[src/rtl/core/mpwr_pkg.sv]
// Shared types and constants for the pixel window render pipeline.
// No dependencies; every module of the block except mpwr_checker imports this package.
package mpwr_pkg;

    localparam int CFG_ADDR_W = 3;
    localparam int CFG_DATA_W = 32;
    localparam int ACC_W      = 40;
    localparam int QUO_W      = 8;
    localparam int WID_W      = 31;

    // Configuration register indexes
    typedef enum logic [CFG_ADDR_W-1:0] {
        REG_STORED_BITS    = 3'd0,
        REG_TOP_BIT        = 3'd1,
        REG_SIGNED_SAMPLES = 3'd2,
        REG_SLOPE          = 3'd3,
        REG_INTERCEPT      = 3'd4,
        REG_WIN_CENTER     = 3'd5,
        REG_WIN_WIDTH      = 3'd6,
        REG_INVERT_OUTPUT  = 3'd7
    } cfg_reg_t;

    // Window region of a pixel
    typedef enum logic [1:0] {
        LVL_LOW  = 2'd0,
        LVL_HIGH = 2'd1,
        LVL_RAMP = 2'd2
    } lvl_t;

    typedef struct packed {
        logic [4:0]         stored_bits;
        logic [3:0]         top_bit;
        logic               signed_samples;
        logic signed [31:0] slope;
        logic signed [31:0] intercept;
        logic signed [31:0] win_center;
        logic [WID_W-1:0]   win_width;
        logic               invert_output;
    } cfg_t;

    typedef struct packed {
        logic               bad;
        logic signed [16:0] sample;
    } align_t;

    typedef struct packed {
        logic               bad;
        logic signed [31:0] mv;
    } modal_t;

    typedef struct packed {
        logic               bad;
        logic signed [31:0] mv;
        lvl_t               lvl;
        logic [ACC_W-1:0]   rem;
        logic [WID_W-1:0]   d;
        logic [QUO_W-1:0]   quo;
    } div_t;

    typedef struct packed {
        logic               bad;
        logic [7:0]         disp;
        logic signed [31:0] mv;
    } result_t;

endpackage

[src/rtl/core/mpwr_align.sv]
// Bit alignment stage: shift, mask and sign-extend the raw stored word.
// Depends on mpwr_pkg.
module mpwr_align
    import mpwr_pkg::*;
#(
    parameter int SAMPLE_BITS = 16
)
(
    input  logic        clk,
    input  logic        rst_n,
    input  logic        adv,
    input  logic        in_valid,
    input  logic [15:0] raw,
    input  cfg_t        cfg,
    output logic        out_valid,
    output align_t      out_data
);

    localparam logic [15:0] SAMPLE_MASK = 16'((17'd1 << SAMPLE_BITS) - 17'd1);

    logic         valid_reg;
    align_t       data_reg;
    align_t       data_next;
    logic [15:0]  raw_m;
    logic [4:0]   top_p1;
    logic         bad;
    logic [3:0]   shift;
    logic [15:0]  shifted;
    logic [16:0]  fmask;
    logic [16:0]  masked;
    logic [4:0]   sidx;
    logic         negv;

    // Decode alignment and extract the stored sample
    always_comb
    begin
        raw_m   = raw & SAMPLE_MASK;
        top_p1  = {1'b0, cfg.top_bit} + 5'd1;
        bad     = (cfg.stored_bits == 5'd0) || (cfg.stored_bits > 5'd16)
                  || (top_p1 < cfg.stored_bits);
        shift   = 4'(top_p1 - cfg.stored_bits);
        shifted = raw_m >> shift;
        fmask   = (17'd1 << cfg.stored_bits) - 17'd1;
        masked  = {1'b0, shifted} & fmask;
        sidx    = 5'(cfg.stored_bits - 5'd1);
        negv    = cfg.signed_samples && masked[sidx];
        data_next.bad    = bad;
        data_next.sample = bad ? 17'sd0
                         : signed'(masked - (negv ? (17'd1 << cfg.stored_bits) : 17'd0));
    end

    // Advance the stage
    always_ff @(posedge clk or negedge rst_n)
    begin
        if (!rst_n)
        begin
            valid_reg <= 1'b0;
        end
        else if (adv)
        begin
            valid_reg <= in_valid;
        end
    end

    always_ff @(posedge clk)
    begin
        if (adv)
        begin
            data_reg <= data_next;
        end
    end

    assign out_valid = valid_reg;
    assign out_data  = data_reg;

endmodule

[src/rtl/core/mpwr_rescale.sv]
// Modality rescale: multiply by slope, add intercept, round and saturate.
// Two register stages; depends on mpwr_pkg.
module mpwr_rescale
    import mpwr_pkg::*;
(
    input  logic   clk,
    input  logic   rst_n,
    input  logic   adv,
    input  logic   in_valid,
    input  align_t in_data,
    input  cfg_t   cfg,
    output logic   out_valid,
    output modal_t out_data
);

    logic               p_valid_reg;
    logic               p_bad_reg;
    logic signed [48:0] prod_reg;
    logic signed [48:0] prod_next;
    logic signed [16:0] sample;
    logic signed [31:0] slope;
    logic signed [31:0] icpt;

    logic               m_valid_reg;
    modal_t             m_reg;
    modal_t             m_next;
    logic signed [49:0] sum;
    logic [10:0]        hi;

    // Multiply the aligned sample by the slope
    always_comb
    begin
        sample    = in_data.sample;
        slope     = cfg.slope;
        prod_next = sample * slope;
    end

    always_ff @(posedge clk or negedge rst_n)
    begin
        if (!rst_n)
        begin
            p_valid_reg <= 1'b0;
            m_valid_reg <= 1'b0;
        end
        else if (adv)
        begin
            p_valid_reg <= in_valid;
            m_valid_reg <= p_valid_reg;
        end
    end

    always_ff @(posedge clk)
    begin
        if (adv)
        begin
            prod_reg  <= prod_next;
            p_bad_reg <= in_data.bad;
            m_reg     <= m_next;
        end
    end

    // Add intercept and half, floor to Q24.8, saturate to 32 bits
    always_comb
    begin
        icpt = cfg.intercept;
        sum  = 50'(prod_reg) + (50'(icpt) <<< 8) + 50'sd128;
        hi   = sum[49:39];
        m_next.bad = p_bad_reg;
        if (p_bad_reg)
        begin
            m_next.mv = 32'sd0;
        end
        else if ((hi == 11'h000) || (hi == 11'h7FF))
        begin
            m_next.mv = sum[39:8];
        end
        else if (sum[49])
        begin
            m_next.mv = 32'sh8000_0000;
        end
        else
        begin
            m_next.mv = 32'sh7FFF_FFFF;
        end
    end

    assign out_valid = m_valid_reg;
    assign out_data  = m_reg;

endmodule

[src/rtl/core/mpwr_window.sv]
// Linear VOI window: region compare, eight-stage restoring divider, output.
// Depends on mpwr_pkg.
module mpwr_window
    import mpwr_pkg::*;
(
    input  logic    clk,
    input  logic    rst_n,
    input  logic    adv,
    input  logic    in_valid,
    input  modal_t  in_data,
    input  cfg_t    cfg,
    output logic    out_valid,
    output result_t out_data
);

    div_t               st_reg   [0:QUO_W];
    logic               vld_reg  [0:QUO_W];
    div_t               st_next;
    logic [WID_W-1:0]   wid;
    logic [WID_W-1:0]   d;
    logic signed [31:0] v;
    logic signed [31:0] c;
    logic signed [33:0] num;
    logic signed [34:0] two_num;
    logic signed [34:0] dd;
    logic signed [41:0] acc;

    logic               r_valid_reg;
    result_t            r_reg;
    result_t            r_next;
    logic [7:0]         lvl_val;

    // Classify against window edges and form the ramp numerator
    always_comb
    begin
        v       = in_data.mv;
        c       = cfg.win_center;
        wid     = (cfg.win_width < 31'd256) ? 31'd256 : cfg.win_width;
        d       = wid - 31'd256;
        num     = 34'(v) - 34'(c) + 34'sd128;
        two_num = {num, 1'b0};
        dd      = signed'({4'b0, d});
        acc     = (42'(num) <<< 8) - 42'(num) + signed'({4'b0, d, 7'b0});
        st_next.bad = in_data.bad;
        st_next.mv  = in_data.mv;
        st_next.rem = acc[ACC_W-1:0];
        st_next.d   = d;
        st_next.quo = '0;
        if (two_num <= -dd)
        begin
            st_next.lvl = LVL_LOW;
        end
        else if (two_num > dd)
        begin
            st_next.lvl = LVL_HIGH;
        end
        else
        begin
            st_next.lvl = LVL_RAMP;
        end
    end

    always_ff @(posedge clk or negedge rst_n)
    begin
        if (!rst_n)
        begin
            vld_reg[0] <= 1'b0;
        end
        else if (adv)
        begin
            vld_reg[0] <= in_valid;
        end
    end

    always_ff @(posedge clk)
    begin
        if (adv)
        begin
            st_reg[0] <= st_next;
        end
    end

    // One quotient bit per stage, most significant first
    for (genvar k = 0; k < QUO_W; k++)
    begin : g_div
        localparam int BIT = QUO_W - 1 - k;
        logic [ACC_W-1:0] dsh;
        div_t             div_next;

        always_comb
        begin
            dsh      = 40'(st_reg[k].d) << BIT;
            div_next = st_reg[k];
            if (st_reg[k].rem >= dsh)
            begin
                div_next.rem      = st_reg[k].rem - dsh;
                div_next.quo[BIT] = 1'b1;
            end
        end

        always_ff @(posedge clk or negedge rst_n)
        begin
            if (!rst_n)
            begin
                vld_reg[k+1] <= 1'b0;
            end
            else if (adv)
            begin
                vld_reg[k+1] <= vld_reg[k];
            end
        end

        always_ff @(posedge clk)
        begin
            if (adv)
            begin
                st_reg[k+1] <= div_next;
            end
        end
    end

    // Select the grey level, invert, and drop everything on bad alignment
    always_comb
    begin
        case (st_reg[QUO_W].lvl)
            LVL_LOW:  lvl_val = 8'd0;
            LVL_HIGH: lvl_val = 8'd255;
            LVL_RAMP: lvl_val = st_reg[QUO_W].quo;
            default:  lvl_val = 8'd0;
        endcase
        if (cfg.invert_output)
        begin
            lvl_val = 8'd255 - lvl_val;
        end
        r_next.bad  = st_reg[QUO_W].bad;
        r_next.disp = st_reg[QUO_W].bad ? 8'd0 : lvl_val;
        r_next.mv   = st_reg[QUO_W].bad ? 32'sd0 : st_reg[QUO_W].mv;
    end

    always_ff @(posedge clk or negedge rst_n)
    begin
        if (!rst_n)
        begin
            r_valid_reg <= 1'b0;
        end
        else if (adv)
        begin
            r_valid_reg <= vld_reg[QUO_W];
        end
    end

    always_ff @(posedge clk)
    begin
        if (adv)
        begin
            r_reg <= r_next;
        end
    end

    assign out_valid = r_valid_reg;
    assign out_data  = r_reg;

endmodule

[src/rtl/core/medical_pixel_window_render_unit.sv]
// Top level of the pixel window renderer: config registers and pipeline.
// Depends on mpwr_pkg, mpwr_align, mpwr_rescale, mpwr_window.
//
//  channel  | direction | handshake              | payload
//  s_axis   | in        | tvalid/tready          | tdata[15:0] raw_sample
//  m_axis   | out       | tvalid/tready          | tdata display/modality, tuser bad
//  cfg      | in        | cfg_we (always taken)  | cfg_addr, cfg_wdata
//
// One pixel per clock unless the output stalls; an input transfer passes through
// the align, multiply, sum, window-compare, eight divider and output stages
// to output valid. The whole pipeline moves together: when the output register
// holds an untaken result every stage holds. Reset clears all valid bits and
// loads the configuration defaults.
module medical_pixel_window_render_unit
    import mpwr_pkg::*;
#(
    parameter int SAMPLE_BITS = 16
)
(
    input  logic                  clk,
    input  logic                  rst_n,
    input  logic                  s_axis_tvalid,
    output logic                  s_axis_tready,
    input  logic [15:0]           s_axis_tdata,   // [15:0] raw_sample
    output logic                  m_axis_tvalid,
    input  logic                  m_axis_tready,
    output logic [39:0]           m_axis_tdata,   // [7:0] display_value, [39:8] modality_value
    output logic                  m_axis_tuser,   // [0] bad_alignment
    input  logic                  cfg_we,
    input  logic [CFG_ADDR_W-1:0] cfg_addr,
    input  logic [CFG_DATA_W-1:0] cfg_wdata
);

    cfg_t    cfg_reg;
    logic    adv;
    logic    a_valid;
    align_t  a_data;
    logic    m_valid;
    modal_t  m_data;
    result_t r_data;

    // Write configuration registers
    always_ff @(posedge clk or negedge rst_n)
    begin
        if (!rst_n)
        begin
            cfg_reg.stored_bits    <= 5'd16;
            cfg_reg.top_bit        <= 4'd15;
            cfg_reg.signed_samples <= 1'b0;
            cfg_reg.slope          <= 32'sd65536;
            cfg_reg.intercept      <= 32'sd0;
            cfg_reg.win_center     <= 32'sd0;
            cfg_reg.win_width      <= 31'd256;
            cfg_reg.invert_output  <= 1'b0;
        end
        else if (cfg_we)
        begin
            case (cfg_reg_t'(cfg_addr))
                REG_STORED_BITS:    cfg_reg.stored_bits    <= cfg_wdata[4:0];
                REG_TOP_BIT:        cfg_reg.top_bit        <= cfg_wdata[3:0];
                REG_SIGNED_SAMPLES: cfg_reg.signed_samples <= cfg_wdata[0];
                REG_SLOPE:          cfg_reg.slope          <= cfg_wdata;
                REG_INTERCEPT:      cfg_reg.intercept      <= cfg_wdata;
                REG_WIN_CENTER:     cfg_reg.win_center     <= cfg_wdata;
                REG_WIN_WIDTH:      cfg_reg.win_width      <= cfg_wdata[30:0];
                REG_INVERT_OUTPUT:  cfg_reg.invert_output  <= cfg_wdata[0];
                default:            cfg_reg                <= cfg_reg;
            endcase
        end
    end

    // Advance the pipeline unless a result waits untaken
    assign adv           = !m_axis_tvalid || m_axis_tready;
    assign s_axis_tready = adv;

    mpwr_align #(
        .SAMPLE_BITS (SAMPLE_BITS)
    ) u_align (
        .clk       (clk),
        .rst_n     (rst_n),
        .adv       (adv),
        .in_valid  (s_axis_tvalid),
        .raw       (s_axis_tdata),
        .cfg       (cfg_reg),
        .out_valid (a_valid),
        .out_data  (a_data)
    );

    mpwr_rescale u_rescale (
        .clk       (clk),
        .rst_n     (rst_n),
        .adv       (adv),
        .in_valid  (a_valid),
        .in_data   (a_data),
        .cfg       (cfg_reg),
        .out_valid (m_valid),
        .out_data  (m_data)
    );

    mpwr_window u_window (
        .clk       (clk),
        .rst_n     (rst_n),
        .adv       (adv),
        .in_valid  (m_valid),
        .in_data   (m_data),
        .cfg       (cfg_reg),
        .out_valid (m_axis_tvalid),
        .out_data  (r_data)
    );

    assign m_axis_tdata = {r_data.mv, r_data.disp};
    assign m_axis_tuser = r_data.bad;

endmodule

[config.mk]
export PLATFORM = sky130hd
export DESIGN_NAME = medical_pixel_window_render_unit
export DESIGN_NICKNAME = d
export VERILOG_FILES = /design/src/rtl/core/mpwr_pkg.sv /design/src/rtl/core/mpwr_align.sv /design/src/rtl/core/mpwr_rescale.sv /design/src/rtl/core/mpwr_window.sv /design/src/rtl/core/medical_pixel_window_render_unit.sv
export SDC_FILE = /design/constraint.sdc
export NUM_CORES = 2
export LEC_CHECK = 0
export ABC_AREA = 1
export BUFFER_PORTS_ARGS = -buffer_cell sky130_fd_sc_hd__clkbuf_2
export CAP_MARGIN = 20
export CELL_PAD_IN_SITES_DETAIL_PLACEMENT = 0
export CELL_PAD_IN_SITES_GLOBAL_PLACEMENT = 1
export CORE_ASPECT_RATIO = 1.1
export CORE_MARGIN = 1.5
export CORE_UTILIZATION = 54
export DETAILED_ROUTE_END_ITERATION = 10
export GPL_TIMING_DRIVEN = 1
export MAX_ROUTING_LAYER = met4
export PLACE_DENSITY = 0.92
export SLEW_MARGIN = 10
export SYNTH_ARGS = -nofsm -noshare
export SYNTH_HDL_FRONTEND = slang
export SYNTH_SLANG_ARGS = --single-unit
[constraint.sdc]
create_clock -name clk -period 55.3 [get_ports clk]
set_input_delay 2.765 -clock clk [delete_from_list [all_inputs] [get_ports clk]]
set_output_delay 2.765 -clock clk [all_outputs]
set_load 0.1 [all_outputs]
==> impl_metrics.yaml <==
floorplan:
  floorplan.initialDensity: 0.545
  fp.coreArea_um2: 163000
  rows: 155
  num_io_pins: 99
  die-height_um: 428
  die_width_um: 390
  dieArea_um2: 167000
routing:
  via_count: 69600
  post_drt_wl_per_cell_um: 23.3
  drt_first_iter_violations: 6288
  detail_route.vias_per_cell: 5.66
  detail_route.wirelength_um: 286000
  drtAntennaViolNets: 0
  drt_pre_antenna_iters: 10
  drt_drc_violations_left: 0
synth:
  synthesis.yosys.warnings: 0
  synth_async_sr_flop_share: 0.125
  synth.area.top_cells: "edfxtp_1 36%, fa_1 13%, nand2_1 9.4%"
  postSynthAreaPerCell_um2: 8.92
  synth-xor-area-share: 0.0386
  synth.ff_latch_count: 1205
  dominant_combinational_cell_family_by_area_after_synthesis: "adder cells"
  synth_largest_type_area_fraction: 0.356
  postSynthCellCount: 9964
  syn_nets: 11200
  synth_edf_count: 1054
  synthAdderAreaFrac: 0.210
  synth_seq_area_share: 0.399
  muxShareOfSynthArea: 0.000380
  synth.distinct_cells: 68
  fraction_of_the_mapped_netlist_area_in_compound_gates: 0.0962
  post_synthesis_instance_area_um2: 88900
  synth-main-ff-cell: "edfxtp_1"
  yosysTopAreaCell: "edfxtp_1"
  synth_simple_gate_area_frac: 0.169
critical_path:
  worstSetupEndpoint: "s_axis_tready"
  worst_setup_path_startpoint: "m_axis_tready"
  timing.critical_path.depth: 4
  timing.critical_path.slowest_stage_cell: "clkbuf_2"
  crit_top_cell: "clkbuf_2"
  timing.critical_path.from_type: "input pin"
  sequence_of_cells_on_the_critical_path: "clkbuf_2 -> inv_1 -> nand2_4 -> clkbuf_2"
  path_delay_family: "buffers and inverters"
  path_class: "input pin to output port"
  required_time_at_the_endpoint_of_the_critical_path_ps: 52540
  worst-r2r-setup-slack_ps: 48470
  worst-r2r-cell-count: 18
  crit_path_max_cell_delay_ps: 580
  crit_path_end_kind: "output port"
  crit_arrival_ps: 4070
  crit-reg2reg-capture: "u_rescale.prod_reg[45]"
  timing.critical_path.fanout_max: 54
  worstPathBufferInverterCount: 3
  source_of_the_worst_register_to_register_timing_path: "cfg_reg[127]"
clocking:
  worstSkewPairLatency_ps: 800
  numCtsBuffers: 130
  clkSlewWorstSetupHoldPaths_ps: 60
  cts_setup_buffers: 0
  htreeDepth: 4
  cts_hold_buffers: 0
  cts_sinks: 1205
  cts.root.buffer_cell: "clkbuf_16"
  cts_resized: 0
  cts_tree: "yes"
  clock_tree.buffer_depth: 3
global_route:
  antenna_found_initial: 21
  grt_max_degree: 226
  grt_use_total: 0.354
  grt_pass1_wl_um: 427000
  grt_overflow_total: 0
  grt_pass1_vias: 68900
layout:
  multi_input_comb_area_um2: 45700
  register_area_um2: 35400
  final_cells: 12300
  num-fill-cells: 14400
  largest_reg_flops: 919
  final_common_cell: "nand2_1"
  drive_gt1_frac: 0.0487
  layout_common_cells: "2,218 x nand2_1, 1,801 x inv_1, 1,054 x edfxtp_1, 673 x nor2_1, 642 x o21ai_0"
  synthToLayoutAreaGrowth_pct: 8.24
  design.final.nets: 11300
place:
  detailed_place_hpwl_um: 230000
  placed_cells_incl_taps: 12000
  final_wtd_congestion: 1.06
  place_ws_ps: 48370
  buffer_ports.inserted: 98
sta:
  setup_total_negative_slack_ps: 0
  clock_skew_ps: 50.4
  slew_headroom: 0.201
  max_clock_freq_mhz: 146
  post-route-period-util: 0.124
  setup_viol: 0
  period_needed_ps: 6840
  max_slew.worst_pin.slew_ps: 1200
  holdWs_ps: 411
  rsz0062_at_grt: "false"
  final_hold_violation_count: 0
  worst_slack_ps: 48460
  finalMaxSlewViolations: 0
outcome:
  outcome: "finished clean"
job:
  max-cap-violations: 0
min_path:
  holdCritPathClass: "register to register"
==> per-stage QoR <==
| step | cell area [µm²] | utilization |
|---|---|---|
| global route | 96200 | 0.590 |
| global placement | 91600 | 0.562 |
| CTS | 96000 | 0.589 |
| detailed placement | 91600 | 0.562 |
| floorplan | 88900 | - |
| finish | 96200 | 0.590 |
==> cell families (layout without fill, tap and decap cells) <==
| kind of cell | after synthesis | after routing |
|---|---|---|
| and+or+nand+nor | 3605 | 3605 |
| buffers and inverters | 2034 | 2211 |
| AOI/OAI and AO/OA | 1567 | 1567 |
| DFF | 1205 | 1205 |
| adders and majority gates | 1158 | 1158 |
| xor gates and xnor gates | 392 | 392 |
| muxes | 3 | 3 |
| other | 0 | 20 |
==> final cells by class <==
class | count | area share
diodes | 20 | 0.000520
clock buffers | 159 | 0.0357
clock inverters | 74 | 0.00956
inverters | 1816 | 0.0709
multi-input cells | 6725 | 0.476
flip-flops and latches | 1205 | 0.368
well taps | 2119 | 0.0276
repair buffers | 162 | 0.0117
==> per-layer routing <==
layer  wire (µm)  GRT usage  vias to the layer above
met2      133000      0.554                     2734
met1      114000      0.438                    33600
met5           0          -                        -
met3       22500     0.0714                      663
met4       16500      0.172                        0
li1            -          -                    32600
==> worst register-to-register path, delay by kind of cell, from the launching register on <==
kind / cells / cell delay, ps
compound gates: 1 / 340
flops: 1 / 770
xor+xnor: 1 / 140
buf+inv: 3 / 360
simple gates: 6 / 950
fa+ha+maj: 7 / 3990
==> how the worst min path moves through the flow <==
stage | startpoint | cells past startpoint | endpoint
floorplan | u_align.out_data[17] | 0 | u_rescale.p_bad_reg
global placement | u_window.st_reg[0][312] | 0 | u_window.st_reg[0][426]
detailed placement | u_window.st_reg[0][906] | 0 | u_window.st_reg[0][1020]
CTS | u_window.st_reg[0][203] | 0 | u_window.st_reg[0][317]
global route | u_window.st_reg[0][565] | 0 | u_window.st_reg[0][679]
finish | u_window.st_reg[0][677] | 0 | u_window.st_reg[0][791]
==> cell usage after synthesis (all sizes together), types with 2 or more instances <==
library cell	count
nand2	2237
inv	1814
edfxtp	1054
nor2	693
o21ai	663
a21oi	620
ha	597
fa	561
nand3	327
xor2	212
xnor2	180
clkbuf	178
dfrtp	144
nand4	109
nor3	93
a31oi	60
or2	60
o21a	47
buf	40
a21o	36
nor4	33
o21bai	30
o211ai	22
a21boi	21
a211oi	20
and3	15
a221oi	14
nand3b	13
nor3b	11
o221ai	11
dfstp	7
and2	6
o2111ai	6
o31ai	6
or4	4
mux2	3
or3	3
a211o	2
clkinv	2
o221a	2
Power is left out: the tool's default activity adds up to more than one toggle a clock period on the data nets, which glitch-free logic cannot reach.
